<file path="config.mk">
export PLATFORM = sky130hd
export DESIGN_NAME = stream_find_replace_top
export DESIGN_NICKNAME = d
export VERILOG_FILES = /design/src/rtl/sfr_pkg.sv /design/src/rtl/sfr_cell.sv /design/src/rtl/stream_find_replace_top.sv
export SDC_FILE = /design/constraint.sdc
export NUM_CORES = 1
export LEC_CHECK = 0
export ABC_AREA = 1
export BUFFER_PORTS_ARGS = -buffer_cell sky130_fd_sc_hd__buf_2
export CAP_MARGIN = 30
export CORE_MARGIN = 1
export CORE_UTILIZATION = 40
export DETAILED_ROUTE_END_ITERATION = 10
export PLACE_DENSITY = 0.61
export SYNTH_ARGS = -nofsm -noshare
export SYNTH_HDL_FRONTEND = slang
export SYNTH_SLANG_ARGS = --single-unit
export TNS_END_PERCENT = 100
</file>
<file path="constraint.sdc">
create_clock -name clk -period 8.4 [get_ports clk]
set_input_delay 0 -clock clk [delete_from_list [all_inputs] [get_ports clk]]
set_output_delay 0 -clock clk [all_outputs]
set_load 0.01 [all_outputs]
</file>
<file path="src/rtl/sfr_pkg.sv">
// ============================================================================
// sfr_pkg
// Shared types and constants for the stream find-and-replace block.
// ============================================================================
package sfr_pkg;

    localparam int unsigned CFG_IDX_W = 3;

    // configuration register indexes
    localparam logic [CFG_IDX_W-1:0] REG_FIND_PATTERN    = 3'd0;
    localparam logic [CFG_IDX_W-1:0] REG_FIND_LENGTH     = 3'd1;
    localparam logic [CFG_IDX_W-1:0] REG_REPLACE_PATTERN = 3'd2;
    localparam logic [CFG_IDX_W-1:0] REG_REPLACE_LENGTH  = 3'd3;
    localparam logic [CFG_IDX_W-1:0] REG_OUTPUT_CAPACITY = 3'd4;

    typedef enum logic [2:0] {
        S_IDLE,
        S_CHECK,
        S_REPL,
        S_FLUSH,
        S_CLOSE
    } sfr_state_t;

    // common controls broadcast along the cell chain
    typedef struct packed {
        logic clear;
        logic shift;
        logic load;
    } cell_ctrl_t;

endpackage

</file>
<file path="src/rtl/sfr_cell.sv">
// ============================================================================
// sfr_cell
// One held-byte slot: clears, loads a new byte, takes its neighbor's byte on a
// shift, and compares its byte with the matching pattern byte.
// ============================================================================
module sfr_cell (
    input  logic              clk,
    input  logic              rst_n,
    input  sfr_pkg::cell_ctrl_t ctrl,
    input  logic              load_sel,
    input  logic [7:0]        din,
    input  logic [7:0]        nbr,
    input  logic [7:0]        pat,
    output logic [7:0]        q,
    output logic              match
);
    import sfr_pkg::*;

    logic [7:0] byte_reg;
    logic [7:0] byte_next;

    always_comb
    begin
        byte_next = byte_reg;
        if (ctrl.clear)
        begin
            byte_next = 8'd0;
        end
        else if (ctrl.shift)
        begin
            byte_next = nbr;
        end
        else if (ctrl.load && load_sel)
        begin
            byte_next = din;
        end
    end

    always_ff @(posedge clk or negedge rst_n)
    begin
        if (!rst_n)
        begin
            byte_reg <= 8'd0;
        end
        else
        begin
            byte_reg <= byte_next;
        end
    end

    assign q     = byte_reg;
    assign match = (byte_reg == pat);

endmodule

</file>
<file path="src/rtl/stream_find_replace_top.sv">
// ============================================================================
// stream_find_replace_top
// Streaming find-and-replace over a byte stream with a capacity check.
// ============================================================================
// Flow: an accepted byte is appended in S_IDLE and checked in S_CHECK; a released
//   literal, replacement byte or closing result is loaded into the shared
//   output register, which holds it while the output stalls.
// Input: not ready again until the item is checked, its released bytes are emitted
//   or dropped, any replacement is loaded, and an end of string is closed.
// Reset: asynchronous, active low; clears held bytes, counters, flags and
//   loads the register defaults.
module stream_find_replace_top #(
    parameter int MAX_FIND_LEN    = 8,
    parameter int MAX_REPLACE_LEN = 8,
    parameter int COUNT_BITS      = 16
) (
    input  logic        clk,
    input  logic        rst_n,
    // configuration write channel
    input  logic        cfg_valid,
    output logic        cfg_ready,
    input  logic [sfr_pkg::CFG_IDX_W-1:0] cfg_index,
    input  logic [63:0] cfg_data,
    // input stream
    input  logic        s_axis_tvalid,
    output logic        s_axis_tready,
    input  logic [7:0]  s_axis_tdata,   // [7:0] data_byte
    input  logic        s_axis_tuser,   // [0] byte_present
    input  logic        s_axis_tlast,   // end_of_stream
    // output stream
    output logic        m_axis_tvalid,
    input  logic        m_axis_tready,
    output logic [7:0]  m_axis_tdata,   // [7:0] out_byte
    output logic [1:0]  m_axis_tuser,   // [0] out_byte_present, [1] overflow
    output logic        m_axis_tlast    // last_of_stream
);
    import sfr_pkg::*;

    localparam int CNT_W  = $clog2(MAX_FIND_LEN + 1);
    localparam int RIDX_W = $clog2(MAX_REPLACE_LEN + 1);
    localparam int CMP_W  = ((COUNT_BITS > 16) ? COUNT_BITS : 16) + 2;

    // configuration registers
    logic [63:0] find_pattern_reg;
    logic [3:0]  find_length_reg;
    logic [63:0] replace_pattern_reg;
    logic [3:0]  replace_length_reg;
    logic [15:0] output_capacity_reg;

    // control state
    sfr_state_t             state_reg, state_next;
    logic [CNT_W-1:0]       count_reg, count_next;
    logic [COUNT_BITS-1:0]  emitted_reg, emitted_next;
    logic                   ovf_reg, ovf_next;
    logic                   end_reg, end_next;
    logic [RIDX_W-1:0]      rep_idx_reg, rep_idx_next;

    // output register
    logic       out_valid_reg, out_valid_next;
    logic [7:0] out_byte_reg, out_byte_next;
    logic       out_present_reg, out_present_next;
    logic       out_last_reg, out_last_next;
    logic       out_ovf_reg, out_ovf_next;

    // cell chain
    cell_ctrl_t              cell_ctrl;
    logic [7:0]              cell_q   [MAX_FIND_LEN];
    logic [MAX_FIND_LEN-1:0] cell_match;
    logic [MAX_FIND_LEN-1:0] cell_sel;
    logic [MAX_FIND_LEN-1:0] in_count;

    logic [3:0] flen;
    logic [3:0] rlen;
    logic [3:0] count_ext;
    logic       accept;
    logic       out_free;
    logic       prefix;
    logic       release_req;
    logic       lit_ok;
    logic       lit_over;
    logic       stall;
    logic       repl_ok;
    logic       repl_over;
    logic       out_load;
    logic [CMP_W-1:0] emitted_ext;
    logic [CMP_W-1:0] cap_ext;

    genvar gi;
    generate
        for (gi = 0; gi < MAX_FIND_LEN; gi++)
        begin : g_cell
            logic [7:0] nbr_byte;
            if (gi == MAX_FIND_LEN - 1)
            begin : g_end
                assign nbr_byte = 8'd0;
            end
            else
            begin : g_mid
                assign nbr_byte = cell_q[gi+1];
            end
            assign cell_sel[gi] = (count_reg == CNT_W'(gi));
            assign in_count[gi] = (CNT_W'(gi) < count_reg);
            sfr_cell u_cell (
                .clk      (clk),
                .rst_n    (rst_n),
                .ctrl     (cell_ctrl),
                .load_sel (cell_sel[gi]),
                .din      (s_axis_tdata),
                .nbr      (nbr_byte),
                .pat      (find_pattern_reg[8*gi +: 8]),
                .q        (cell_q[gi]),
                .match    (cell_match[gi])
            );
        end
    endgenerate

    assign flen = (find_length_reg > 4'(MAX_FIND_LEN)) ? 4'(MAX_FIND_LEN) : find_length_reg;
    assign rlen = (replace_length_reg > 4'(MAX_REPLACE_LEN)) ? 4'(MAX_REPLACE_LEN)
                                                             : replace_length_reg;
    assign count_ext   = 4'(count_reg);
    assign emitted_ext = CMP_W'(emitted_reg);
    assign cap_ext     = CMP_W'(output_capacity_reg);

    assign cfg_ready     = 1'b1;
    assign s_axis_tready = (state_reg == S_IDLE);
    assign accept        = s_axis_tvalid && s_axis_tready;
    assign out_free      = !out_valid_reg || m_axis_tready;

    // held bytes must be a prefix of the pattern
    assign prefix      = (count_ext <= flen) && ((cell_match | ~in_count) == '1);
    assign release_req = (count_reg != '0) &&
                         ((state_reg == S_FLUSH) || !prefix);
    assign lit_ok      = !ovf_reg && (emitted_ext + CMP_W'(2) <= cap_ext);
    assign lit_over    = !ovf_reg && !(emitted_ext + CMP_W'(2) <= cap_ext);
    assign stall       = release_req && lit_ok && !out_free;
    assign repl_ok     = !ovf_reg && (emitted_ext + CMP_W'(rlen) + CMP_W'(1) <= cap_ext);
    assign repl_over   = !ovf_reg && !(emitted_ext + CMP_W'(rlen) + CMP_W'(1) <= cap_ext);

    // next state
    always_comb
    begin
        state_next = state_reg;
        unique case (state_reg)
            S_IDLE:
            begin
                if (accept)
                begin
                    if (flen == 4'd0)
                    begin
                        state_next = s_axis_tlast ? S_FLUSH : S_IDLE;
                    end
                    else if (s_axis_tuser)
                    begin
                        state_next = S_CHECK;
                    end
                    else if (s_axis_tlast)
                    begin
                        state_next = S_FLUSH;
                    end
                end
            end
            S_CHECK:
            begin
                if (!release_req)
                begin
                    if (count_ext == flen && repl_ok && rlen != 4'd0)
                    begin
                        state_next = S_REPL;
                    end
                    else
                    begin
                        state_next = end_reg ? S_FLUSH : S_IDLE;
                    end
                end
            end
            S_REPL:
            begin
                if (out_free && 4'(rep_idx_reg) + 4'd1 == rlen)
                begin
                    state_next = end_reg ? S_FLUSH : S_IDLE;
                end
            end
            S_FLUSH:
            begin
                if (count_reg == '0)
                begin
                    state_next = S_CLOSE;
                end
            end
            S_CLOSE:
            begin
                if (out_free)
                begin
                    state_next = S_IDLE;
                end
            end
            default:
            begin
                state_next = S_IDLE;
            end
        endcase
    end

    // datapath and outputs
    always_comb
    begin
        cell_ctrl        = '0;
        count_next       = count_reg;
        emitted_next     = emitted_reg;
        ovf_next         = ovf_reg;
        end_next         = end_reg;
        rep_idx_next     = rep_idx_reg;
        out_load         = 1'b0;
        out_byte_next    = out_byte_reg;
        out_present_next = out_present_reg;
        out_last_next    = out_last_reg;
        out_ovf_next     = out_ovf_reg;
        out_valid_next   = out_valid_reg && !m_axis_tready;

        unique case (state_reg)
            S_IDLE:
            begin
                if (accept)
                begin
                    end_next = s_axis_tlast;
                    if (flen == 4'd0)
                    begin
                        if (s_axis_tuser || s_axis_tlast)
                        begin
                            cell_ctrl.clear = 1'b1;
                            count_next      = '0;
                            ovf_next        = 1'b1;
                        end
                    end
                    else if (s_axis_tuser)
                    begin
                        cell_ctrl.load = 1'b1;
                        count_next     = count_reg + CNT_W'(1);
                    end
                end
            end
            S_CHECK, S_FLUSH:
            begin
                if (release_req)
                begin
                    if (!stall)
                    begin
                        // release the oldest held byte as a literal
                        cell_ctrl.shift = 1'b1;
                        count_next      = count_reg - CNT_W'(1);
                        if (lit_over)
                        begin
                            ovf_next = 1'b1;
                        end
                        else if (lit_ok)
                        begin
                            out_load         = 1'b1;
                            out_byte_next    = cell_q[0];
                            out_present_next = 1'b1;
                            out_last_next    = 1'b0;
                            out_ovf_next     = 1'b0;
                            emitted_next     = emitted_reg + COUNT_BITS'(1);
                        end
                    end
                end
                else if (state_reg == S_CHECK && count_ext == flen)
                begin
                    cell_ctrl.clear = 1'b1;
                    count_next      = '0;
                    rep_idx_next    = '0;
                    if (repl_over)
                    begin
                        ovf_next = 1'b1;
                    end
                end
            end
            S_REPL:
            begin
                if (out_free)
                begin
                    out_load         = 1'b1;
                    out_byte_next    = replace_pattern_reg[8*rep_idx_reg +: 8];
                    out_present_next = 1'b1;
                    out_last_next    = 1'b0;
                    out_ovf_next     = 1'b0;
                    emitted_next     = emitted_reg + COUNT_BITS'(1);
                    rep_idx_next     = rep_idx_reg + RIDX_W'(1);
                end
            end
            S_CLOSE:
            begin
                if (out_free)
                begin
                    out_load         = 1'b1;
                    out_byte_next    = 8'd0;
                    out_present_next = 1'b0;
                    out_last_next    = 1'b1;
                    out_ovf_next     = ovf_reg || (emitted_ext + CMP_W'(1) > cap_ext);
                    cell_ctrl.clear  = 1'b1;
                    count_next       = '0;
                    emitted_next     = '0;
                    ovf_next         = 1'b0;
                    end_next         = 1'b0;
                end
            end
            default:
            begin
                count_next = count_reg;
            end
        endcase

        if (out_load)
        begin
            out_valid_next = 1'b1;
        end
    end

    always_ff @(posedge clk or negedge rst_n)
    begin
        if (!rst_n)
        begin
            state_reg     <= S_IDLE;
            count_reg     <= '0;
            emitted_reg   <= '0;
            ovf_reg       <= 1'b0;
            end_reg       <= 1'b0;
            rep_idx_reg   <= '0;
            out_valid_reg <= 1'b0;
        end
        else
        begin
            state_reg     <= state_next;
            count_reg     <= count_next;
            emitted_reg   <= emitted_next;
            ovf_reg       <= ovf_next;
            end_reg       <= end_next;
            rep_idx_reg   <= rep_idx_next;
            out_valid_reg <= out_valid_next;
        end
    end

    always_ff @(posedge clk)
    begin
        out_byte_reg    <= out_byte_next;
        out_present_reg <= out_present_next;
        out_last_reg    <= out_last_next;
        out_ovf_reg     <= out_ovf_next;
    end

    always_ff @(posedge clk or negedge rst_n)
    begin
        if (!rst_n)
        begin
            find_pattern_reg    <= 64'd0;
            find_length_reg     <= 4'd1;
            replace_pattern_reg <= 64'd0;
            replace_length_reg  <= 4'd0;
            output_capacity_reg <= 16'hFFFF;
        end
        else if (cfg_valid && cfg_ready)
        begin
            unique case (cfg_index)
                REG_FIND_PATTERN:    find_pattern_reg    <= cfg_data;
                REG_FIND_LENGTH:     find_length_reg     <= cfg_data[3:0];
                REG_REPLACE_PATTERN: replace_pattern_reg <= cfg_data;
                REG_REPLACE_LENGTH:  replace_length_reg  <= cfg_data[3:0];
                REG_OUTPUT_CAPACITY: output_capacity_reg <= cfg_data[15:0];
                default:             find_length_reg     <= find_length_reg;
            endcase
        end
    end

    assign m_axis_tvalid = out_valid_reg;
    assign m_axis_tdata  = out_byte_reg;
    assign m_axis_tuser  = {out_ovf_reg, out_present_reg};
    assign m_axis_tlast  = out_last_reg;

    // held bytes never outgrow the cell chain
    assert property (@(posedge clk) disable iff (!rst_n)
        count_reg <= CNT_W'(MAX_FIND_LEN))
        else $error("held count beyond cell chain");

    // overflow stays set until the string closes
    assert property (@(posedge clk) disable iff (!rst_n)
        ovf_reg && (state_reg != S_CLOSE) |=> ovf_reg)
        else $error("overflow flag dropped mid-string");

    // no byte result is produced once overflow is seen
    assert property (@(posedge clk) disable iff (!rst_n)
        out_load && out_present_next |-> !ovf_reg)
        else $error("byte emitted after overflow");

    // a result is never overwritten while it waits
    assert property (@(posedge clk) disable iff (!rst_n)
        out_valid_reg && !m_axis_tready |-> !out_load)
        else $error("pending result overwritten");

endmodule

</file>
### Word level (Yosys, flattened, before mapping)

Cells that the tools add are included.

| storage, ports and cells | value |
|---|---|
| register bits after elaboration | 257 |
| output and inout port bits | 14 |
| logic and storage cells | 269 |

| operators by class | value |
|---|---|
| $add $sub $neg | 8 |
| $lt $le $gt $ge | 14 |
| equality and inequality tests | 47 |
| shifts and indexed selects | 1 |
| multiplexer cells | 109 |
| bitwise logic cells | 2 |
| reductions and logical operators | 64 |

Operators with widths:

| kind | number |
|---|---|
| $mux W8 | 30 |
| $mux W16 | 6 |
| $eq A8 B8 Y1 | 8 |
| $shiftx A64 B8 Y8 | 1 |
| $mux W4 | 12 |
| $pmux W16 S3 | 1 |
| $mux W1 | 38 |
| $reduce_bool A3 Y1 | 10 |
| $mux W3 | 8 |
| $pmux W8 S3 | 1 |
| $logic_and A1 B1 Y1 | 22 |
| $ne A2 B2 Y1 const B | 10 |
| $add A17 B1 Y18 const B | 1 |
| $le A18 B16 Y1 | 1 |
| $add A16 B1 Y17 const B | 1 |
| $add A16 B2 Y17 const B | 1 |
| $add A16 B4 Y17 | 1 |
| $gt A17 B16 Y1 | 1 |
| $le A17 B16 Y1 | 1 |
| $add A16 B1 Y16 const B | 1 |
| $eq A4 B3 Y1 const B | 4 |
| $lt A3 B4 Y1 const A | 4 |
| $pmux W1 S3 | 5 |
| $pmux W3 S5 | 1 |
| other kinds (37) | 76 |

### Longest topological paths before layout

Gate-level depths: netlist of the first run.

| depth | value |
|---|---|
| word-level depth | 15 |
| gate-level depth with buffers | 26 |

### Cells and area by module

Synthesis of the first run repeated with hierarchy kept, for this count alone.

| second synthesis, totals | value |
|---|---|
| cell total of the unflattened synthesis | 2077 |
| area, all modules | 15668.8 um^2 |

By module, submodules not included:

| module | instances | cells an instance | area each (um^2) |
|---|---|---|---|
| stream_find_replace_top | 1 | 1341 | 10944.2 |
| sfr_cell | 8 | 92 | 590.6 |

### Least setup slack after synthesis of the first run

OpenSTA, ideal clock, no wires.

| timing path | value |
|---|---|
| path type | reg-to-reg |
| start point | register emitted_reg[0] |
| end point | register ovf_reg |
| library setup time | 117 ps |
| arrival time | 3606 ps |
| required time | 8283 ps |
| path slack | 4677 ps |
| stages on the path, launching flop included | 25 |
| clock period less this slack | 3723 ps |
| path through | dfrtp_1 > clkbuf_1 > clkinv_1 > ha_1 > fa_1 > nand3b_1 > and2_1 > clkbuf_1 > nor3_1 > xor2_1 > inv_1 > ha_1 > nand2_1 > nor2_1 > o211ai_1 > nand3_1 > nand2_1 > nand2_1 > nand2_1 > a21oi_1 > nor2_1 > nor2_1 > nand3_1 > nand2_1 > nand2_1 |

| between the ends | value |
|---|---|
| word-level cells in the longest chain between the ends | 7 |
| elaborated cells on any way between the ends | 16 |

Ends and longest elaborated chain:

| element | line | RTL |
|---|---|---|
| from (decl) | stream_find_replace_top.sv:53 | `logic [COUNT_BITS-1:0] emitted_reg, emitted_next;` |
| from (signal assigned) | stream_find_replace_top.sv:334 | `emitted_reg <= emitted_next;` |
| $add A16 B4 Y17 or $add A16 B2 Y17 (tied branches) | stream_find_replace_top.sv:137, stream_find_replace_top.sv:133, stream_find_replace_top.sv:134 |  |
| $add A17 B1 Y18 or $le A17 B16 Y1 (tied branches) | stream_find_replace_top.sv:137, stream_find_replace_top.sv:133, stream_find_replace_top.sv:134 |  |
| $le A18 B16 Y1 or $logic_and A1 B1 Y1 (tied branches) | stream_find_replace_top.sv:137, stream_find_replace_top.sv:133 |  |
| $logic_not A1 Y1 or $logic_and A1 B1 Y1 (tied branches) | stream_find_replace_top.sv:137, stream_find_replace_top.sv:135 |  |
| $logic_and A1 B1 Y1, on equally long branches | stream_find_replace_top.sv:137, stream_find_replace_top.sv:135 |  |
| $ne A3 B3 Y1 (no line) | -- |  |
| $reduce_and A9 Y1 (no line) (*) | -- |  |
| to (signal assigned) | stream_find_replace_top.sv:335 | `ovf_reg <= ovf_next;` |
| to (decl) | stream_find_replace_top.sv:54 | `logic ovf_reg, ovf_next;` |

Mark *: on every way between the ends. The rest lies on a longest branch, timed or not.
A chain may end at the register's enable or synchronous reset.

### Worst setup path in the final report of the first run

| timing path | value |
|---|---|
| start point | register emitted_reg[8] |
| end point | register g_cell[0].u_cell.byte_reg[5] |

| between the ends | value |
|---|---|
| word-level cells in the longest chain between the ends | 10 |
| elaborated cells on any way between the ends | 11 |

Ends and longest elaborated chain:

| element | line | RTL |
|---|---|---|
| $add A16 B2 Y17 (*) | stream_find_replace_top.sv:133 | `assign lit_ok = !ovf_reg && (emitted_ext + CMP_W'(2) <= cap_ext);` |
| $le A17 B16 Y1 (*) | stream_find_replace_top.sv:133 |  |
| $logic_and A1 B1 Y1 (*) | stream_find_replace_top.sv:133 |  |
| $logic_and A1 B1 Y1 (*) (2 in series) | stream_find_replace_top.sv:135 | `assign stall = release_req && lit_ok && !out_free;` |
| $mux W1 (*) | stream_find_replace_top.sv:246 | `if (!stall)` |
| $mux W1 (*) | stream_find_replace_top.sv:244 | `if (release_req)` |
| $mux W1 (*) | stream_find_replace_top.sv:220 | `unique case (state_reg)` |
| $mux W8 | sfr_cell.sv:29 | `else if (ctrl.shift)` |
| $mux W8 | sfr_cell.sv:25 | `if (ctrl.clear)` |
| to (signal assigned) | sfr_cell.sv:47 | `byte_reg <= byte_next;` |
| to (decl) | sfr_cell.sv:19 | `logic [7:0] byte_reg;` |

Marked as above.

==> results.yml, run 1 <==
worst_setup_path:
  cp.arrival_ns: 5.82
  slowest_delay_ns: 1.05
  path_cells: "nand2_1, nor2_2, inv_1, nor3_1, nand2_1, xor2_1, ha_1, a21o_1, a21oi_1, nand2_1, nor2_1, nand2_1, a21oi_2, nand4_4, nand2_4, a21oi_1, nand2_1, nand2_1"
  cp-end-kind: "flip-flop"
  cp_data_required_time_ns: 8.88
  worstRegToRegCells: 18
  worstSetupPathType: "flip-flop to flip-flop"
  critPathMaxFanout: 77
  cpMostUsedCell: "nand2_1"
  crit_slowest_cell: "nand2_4"
  cp-start-kind: "flip-flop"
drt:
  antenna_left: 0
  routed_wl_um: 44600
  drc: 0
  wl_met3_um: 2710
  dr_wl_met2_um: 20100
  drtIter0Drc: 1178
  avgViaCountPerCell: 5.21
  drt_first_pass_iters: 6
  highest_layer: "met4"
  vias: 13000
  wl_met1_um: 20300
  wire_per_inst_um: 17.9
clock_tree:
  clockBufferDepth: 3
  cts_hold_buf: 85
  root_buffer: "clkbuf_16"
  cts_resized: 0
  clock-sinks: 257
  clk_pin_slew_ns: 0.06
  tritoncts: "yes"
  postCtsSetupRepairBufs: 0
  clkLatencyLatePin_ns: 0.60
  cts_inserted_buffers: 30
  cts.htree.levels: 1
layout:
  drive_above_1_share_pct: 10.5
  area_delta_synth_final_pct: 18.8
  nets: 2150
  antenna_cells: 0
  fin_util_pct: 48.8
job:
  cap_viol_max_count: 0
timing:
  max-slew-margin-rel_pct: 30.8
  finClkSkew_ns: 0.0256
  worst_pin_slew_ns: 1.04
  setup_tns_ns: 0
  report.final.setup_viol: 0
  fin_ws_ns: 3.06
  fin_crit_sh_pct: 63.6
  period_minus_slack_ns: 5.34
  final_hold_viol_count: 0
  rsz0062_at_grt: "false"
  fmax_mhz: 187
  drv_slew: 0
  finalHoldWorstSlack_ns: 0.0145
placed_design:
  dp.final_hpwl_um: 31600
  place_ws_ns: 3.19
  place_congestion: 0.918
  portBuffers: 94
floorplan:
  io_pins: 96
  die_h_um: 194
  fp.dieW_um: 194
  start_util_pct: 41.1
  core_area_mm2: 0.0359
  die_area_mm2: 0.0377
  rows: 69
outcome:
  outcome: "complete, no violations"
power_and_ir_drop:
  p_leak_nw: 8.72
  power_mw: 5.79
  peakVddDrop_uv: 201
  p_per_area_mw_per_mm2: 330
grt:
  grt_max_degree: 153
  grt.overflow.total: 0
  grt_pass1_wl_um: 70400
  antenna_found_initial: 0
  grt_pass1_vias: 12600
  track_usage_pct: 23.8
min_path:
  holdCritPathClass: "input pin to async pin"
synth:
  syn_area_mm2: 0.0148
  synth-async-reset-ratio_pct: 95.7
  ys_ff_latch: 257
  netlist_instances: 1863
  post_synth_num_cell_types: 52
  synth_area_per_cell_um2: 7.92
  synthFlopType: "dfrtp_1"
  yosys_warnings: 0
  yosysSeqAreaShare_pct: 44.1
  synth-edff-count: 11
  synth.net_count: 2010
## critical path, delay by kind of cell, from the launching register on
family,cells,cell delay (ns)
DFF,1,0.49
AOI/OAI and AO/OA,4,1.00
adders and majority gates,1,0.33
and+or+nand+nor,11,3.04
buffers and inverters,1,0.13
xor gates and xnor gates,1,0.16
## synth_stat cells (10+ instances only)
library cell	n	share of area [%]
dfstp_2	17	3.0
clkbuf_1	47	1.2
dfrtp_1	229	39
nand4_1	74	3.1
nand2_1	535	14
o21ai_1	10	0.34
edfxtp_1	11	2.2
xnor2_1	55	3.3
xor2_1	43	2.6
nand2_2	11	0.47
o211ai_1	10	0.51
o21ai_0	191	6.5
buf_2	14	0.47
nor2_1	116	3.0
a21oi_1	43	1.5
inv_1	180	4.6
ha_1	64	5.4
nor3_1	13	0.44
nand3_1	96	3.3
mux2i_1	10	0.68
## through the flow
stage | instance area, µm² | std cells
floorplan | 14800 | 1863
global placement | 15500 | 2343
detailed placement | 15600 | 2347
CTS | 17500 | 2488
global route | 17500 | 2488
finish | 17500 | 2488
## cell usage in the layout, fill, tap and decap left out, types with 10 or more instances in the layout
master	instances
a21oi_1	43
buf_2	93
clkbuf_16	30
dfrtp_1	229
dfstp_2	17
dlygate4sd3_1	85
edfxtp_1	11
ha_1	64
inv_1	180
mux2i_1	10
nand2_1	533
nand2_2	11
nand3_1	96
nand4_1	74
nor2_1	116
nor3_1	13
o211ai_1	10
o21ai_0	191
o21ai_1	10
xnor2_1	55
xor2_1	43
## metal layers
metal,up-vias,GRT usage [%]
li1,6371,-
met1,6137,32.8
met2,389,37.8
met3,75,4.05
met4,0,7.64
met5,-,0
## cell type report
type | instances | area [µm²]
well taps | 461 | 577
inverters | 187 | 702
multi-input cells | 1338 | 7160
clock buffers | 42 | 866
repair buffers | 189 | 1490
flip-flops and latches | 257 | 6510
clock inverters | 14 | 233
fillers | 3502 | 18400
## where the power goes
part           internal [mW]  leakage (nW)  switching [mW]  total, mW
combinational          0.860          4.98            1.57       2.43
clock                  0.875         0.532           0.559       1.43
sequential              1.61          3.21           0.322       1.93
total                   3.34          8.72            2.45       5.79
## cells by family (layout without fill, tap and decap cells)
kind of cell               after synthesis  after routing  share of synthesized area (%)
and+or+nand+nor                        873            873                           25.5
xor gates and xnor gates                98             98                           5.82
AOI/OAI and AO/OA                      291            291                           10.9
muxes                                   10             10                          0.678
other                                    1              1                         0.0254
buffers and inverters                  268            432                           7.52
adders and majority gates               65             65                           5.56
DFF                                    257            257                           44.1
## worst paths after layout
path / startpoint / to / slack [ns]
worst max-delay path: emitted_reg[8]$_DFFE_PN0P_ / g_cell[0].u_cell.q[5]$_DFFE_PN0P_ / 3.06
worst min-delay path: rst_n / emitted_reg[12]$_DFFE_PN0P_ / 0.01
worst max register to register: emitted_reg[8]$_DFFE_PN0P_ / g_cell[0].u_cell.q[5]$_DFFE_PN0P_ / 3.06
worst min register to register: replace_pattern_reg[18]$_DFFE_PN0P_ / replace_pattern_reg[18]$_DFFE_PN0P_ / 0.48
max in group asynchronous: rst_n / replace_pattern_reg[45]$_DFFE_PN0P_ / 7.04
min in group clk: cfg_index[2] / replace_length_reg[2]$_DFFE_PN0P_ / 0.04
Note: power is estimated with default switching activity, not from simulation.
==> run 2, diff against run 1 <==
--- a/config.mk
+++ b/config.mk
@@ -5,7 +5,7 @@
 export SDC_FILE = /design/constraint.sdc
 export NUM_CORES = 1
 export LEC_CHECK = 0
-export ABC_AREA = 1
+export ABC_AREA = 0
 export BUFFER_PORTS_ARGS = -buffer_cell sky130_fd_sc_hd__buf_2
 export CAP_MARGIN = 30
 export CORE_MARGIN = 1
==> constraint.sdc (replaced) <==
create_clock -name clk -period 5.4 [get_ports clk]
set_input_delay 0 -clock clk [delete_from_list [all_inputs] [get_ports clk]]
set_output_delay 0 -clock clk [all_outputs]
set_load 0.01 [all_outputs]
==> results.yml, run 2 <==
floorplan:
  io_pins: 96
  start_util_pct: 40.7
  die_area_mm2: 0.0370
  fp.dieW_um: 192
  rows: 69
  die_h_um: 192
  core_area_mm2: 0.0356
worst_setup_path:
  cp-start-kind: "flip-flop"
  cp.arrival_ns: 4.83
  reg2reg_slack_ns: 0.79
  rr_endpoint: "m_axis_tdata[1]$_DFFE_PP_"
  worstSetupPathType: "flip-flop to flip-flop"
  r2r-start: "emitted_reg[8]$_DFFE_PN0P_"
  critPathMaxFanout: 18
  cp-end-kind: "flip-flop"
  cp_data_required_time_ns: 5.62
  worstRegToRegCells: 15
min_path:
  hold_path_depth: 3
  hp-start: "cfg_index[0]"
  min_to: "find_length_reg[0]$_DFFE_PN1P_"
  holdCritPathClass: "input pin to flip-flop"
clock_tree:
  cts_resized: 0
  root_buffer: "clkbuf_16"
  clock-sinks: 257
  clkLatencyLatePin_ns: 0.58
  cts.htree.levels: 1
  postCtsSetupRepairBufs: 0
  cts_hold_buf: 84
  tritoncts: "yes"
  clockBufferDepth: 3
  clk_pin_slew_ns: 0.06
  cts_inserted_buffers: 29
grt:
  grt.overflow.total: 0
  grt_pass1_wl_um: 63700
  antenna_found_initial: 0
  grt_pass1_vias: 10900
  track_usage_pct: 22.7
  grt_max_degree: 138
placed_design:
  dp.final_hpwl_um: 29300
  place_area_mm2: 0.0153
  place_congestion: 0.948
  dp.cells: 1827
  portBuffers: 94
outcome:
  outcome: "complete, no violations"
timing:
  drv_slew: 0
  fin_crit_sh_pct: 85.4
  finalHoldWorstSlack_ns: 0.0436
  finClkSkew_ns: 0.0271
  final_hold_viol_count: 0
  period_minus_slack_ns: 4.61
  report.final.setup_viol: 0
  setup_tns_ns: 0
  max-slew-margin-rel_pct: 33.3
  fmax_mhz: 217
  worst_pin_slew_ns: 0.993
  rsz0062_at_grt: "false"
synth:
  synth.net_count: 1503
  yosysSeqAreaShare_pct: 44.9
  ys_top_cells_by_area: "dfrtp_1 (40%), mux2_2 (11%), ha_1 (5.5%)"
  synthFlopType: "dfrtp_1"
  ys_top_cells_by_count: "dfrtp_1 (229), mux2_2 (138), nand2_1 (138)"
  yosys.area.top_type_share_pct: 39.6
  syn_area_mm2: 0.0145
  synth_top_area_cell: "dfrtp_1"
  synth-async-reset-ratio_pct: 95.7
  ys_ff_latch: 257
  synth_area_per_cell_um2: 10.7
  synth.most_common_cell: "dfrtp_1"
  synth-edff-count: 11
  post_synth_num_cell_types: 70
  netlist_instances: 1356
  yosys_warnings: 0
layout:
  num-fill-cells: 3274
  antenna_cells: 0
  area_delta_synth_final_pct: 17.6
  finalNonFillerCells: 1964
  final_common_cell: "dfrtp_1"
  nets: 1629
  most-common-layout-cells: "dfrtp_1 (229), nand2_1 (138), mux2_2 (138)"
  drive_above_1_share_pct: 23.8
  final_area_mm2: 0.0170
drt:
  vias: 11000
  wire_per_inst_um: 20.9
  drc: 0
  antenna_left: 0
  routed_wl_um: 41100
  drtIter0Drc: 838
  drt_first_pass_iters: 5
  avgViaCountPerCell: 5.60
power_and_ir_drop:
  p_leak_nw: 7.29
  p_per_area_mw_per_mm2: 534
  peakVddDrop_uv: 338
job:
  cap_viol_max_count: 0
run 2: per-stage QoR:
step | utilization, % | power [mW] | setup WS [ns]
4_1_cts | 47.8 | 9.09 | 0.841
2_1_floorplan | - | 5.99 | 1.57
5_1_grt | 47.9 | 9.69 | 0.492
3_5_place_dp | 42.9 | 7.10 | 0.860
6_report | 47.9 | 9.09 | 0.787
3_3_place_gp | 42.9 | 7.01 | 0.933
run 2: how the worst max path moves through the flow:
stage	start	endpoint	slack, ns	cells past startpoint
floorplan	emitted_reg[9]$_DFFE_PN0P_	m_axis_tdata[0]$_DFFE_PP_	1.57	18
global placement	emitted_reg[8]$_DFFE_PN0P_	out_present_reg$_DFFE_PP_	0.93	15
detailed placement	emitted_reg[8]$_DFFE_PN0P_	m_axis_tdata[7]$_DFFE_PP_	0.86	15
CTS	emitted_reg[8]$_DFFE_PN0P_	m_axis_tdata[1]$_DFFE_PP_	0.84	15
global route	emitted_reg[8]$_DFFE_PN0P_	m_axis_tdata[3]$_DFFE_PP_	0.49	15
finish	emitted_reg[8]$_DFFE_PN0P_	m_axis_tdata[1]$_DFFE_PP_	0.79	15
run 2: critical path, stage by stage (launching register included):
cell	delay (ns)
dfrtp_1	0.56
nand2_1	0.18
nor2_1	0.23
and3_1	0.24
and3_1	0.22
nand2_1	0.08
xnor2_1	0.15
ha_1	0.32
nand4_1	0.12
inv_1	0.08
nand4_1	0.16
o22a_1	0.32
or3_1	0.44
o21a_4	0.29
or2_1	0.45
inv_1	0.42
run 2: cell families after synthesis:
kind of cell	share of synthesized area [%]
flops	44.9
xor+xnor	6.65
compound gates	10.8
fa+ha+maj	5.67
simple gates	12.9
other cells	0.0259
buf+inv	3.97
mux	15.1
run 2: metal layers:
layer | track usage [%] | vias to the layer above | share of wire [%]
met2 | 36.1 | 325 | 46
li1 | - | 5112 | -
met4 | 10.4 | 0 | 4.7
met3 | 2.66 | 89 | 4.8
met1 | 31.0 | 5478 | 44
met5 | 0 | - | 0
run 2: cell type report:
cell class	count	area (µm²)	area share (%)
inverter	34	128	0.749
timing repair buffer	190	1460	8.55
tap	461	577	3.38
clock buffer	41	811	4.76
sequential	257	6510	38.2
multi-input combinational	970	7460	43.8
clock inverter	11	105	0.617
run 2: where the power goes:
group | switching (mW) | internal, mW | leakage [nW]
clock | 0.812 | 1.10 | 0.453
sequential | 0.706 | 2.61 | 3.01
combinational | 2.15 | 1.73 | 3.82
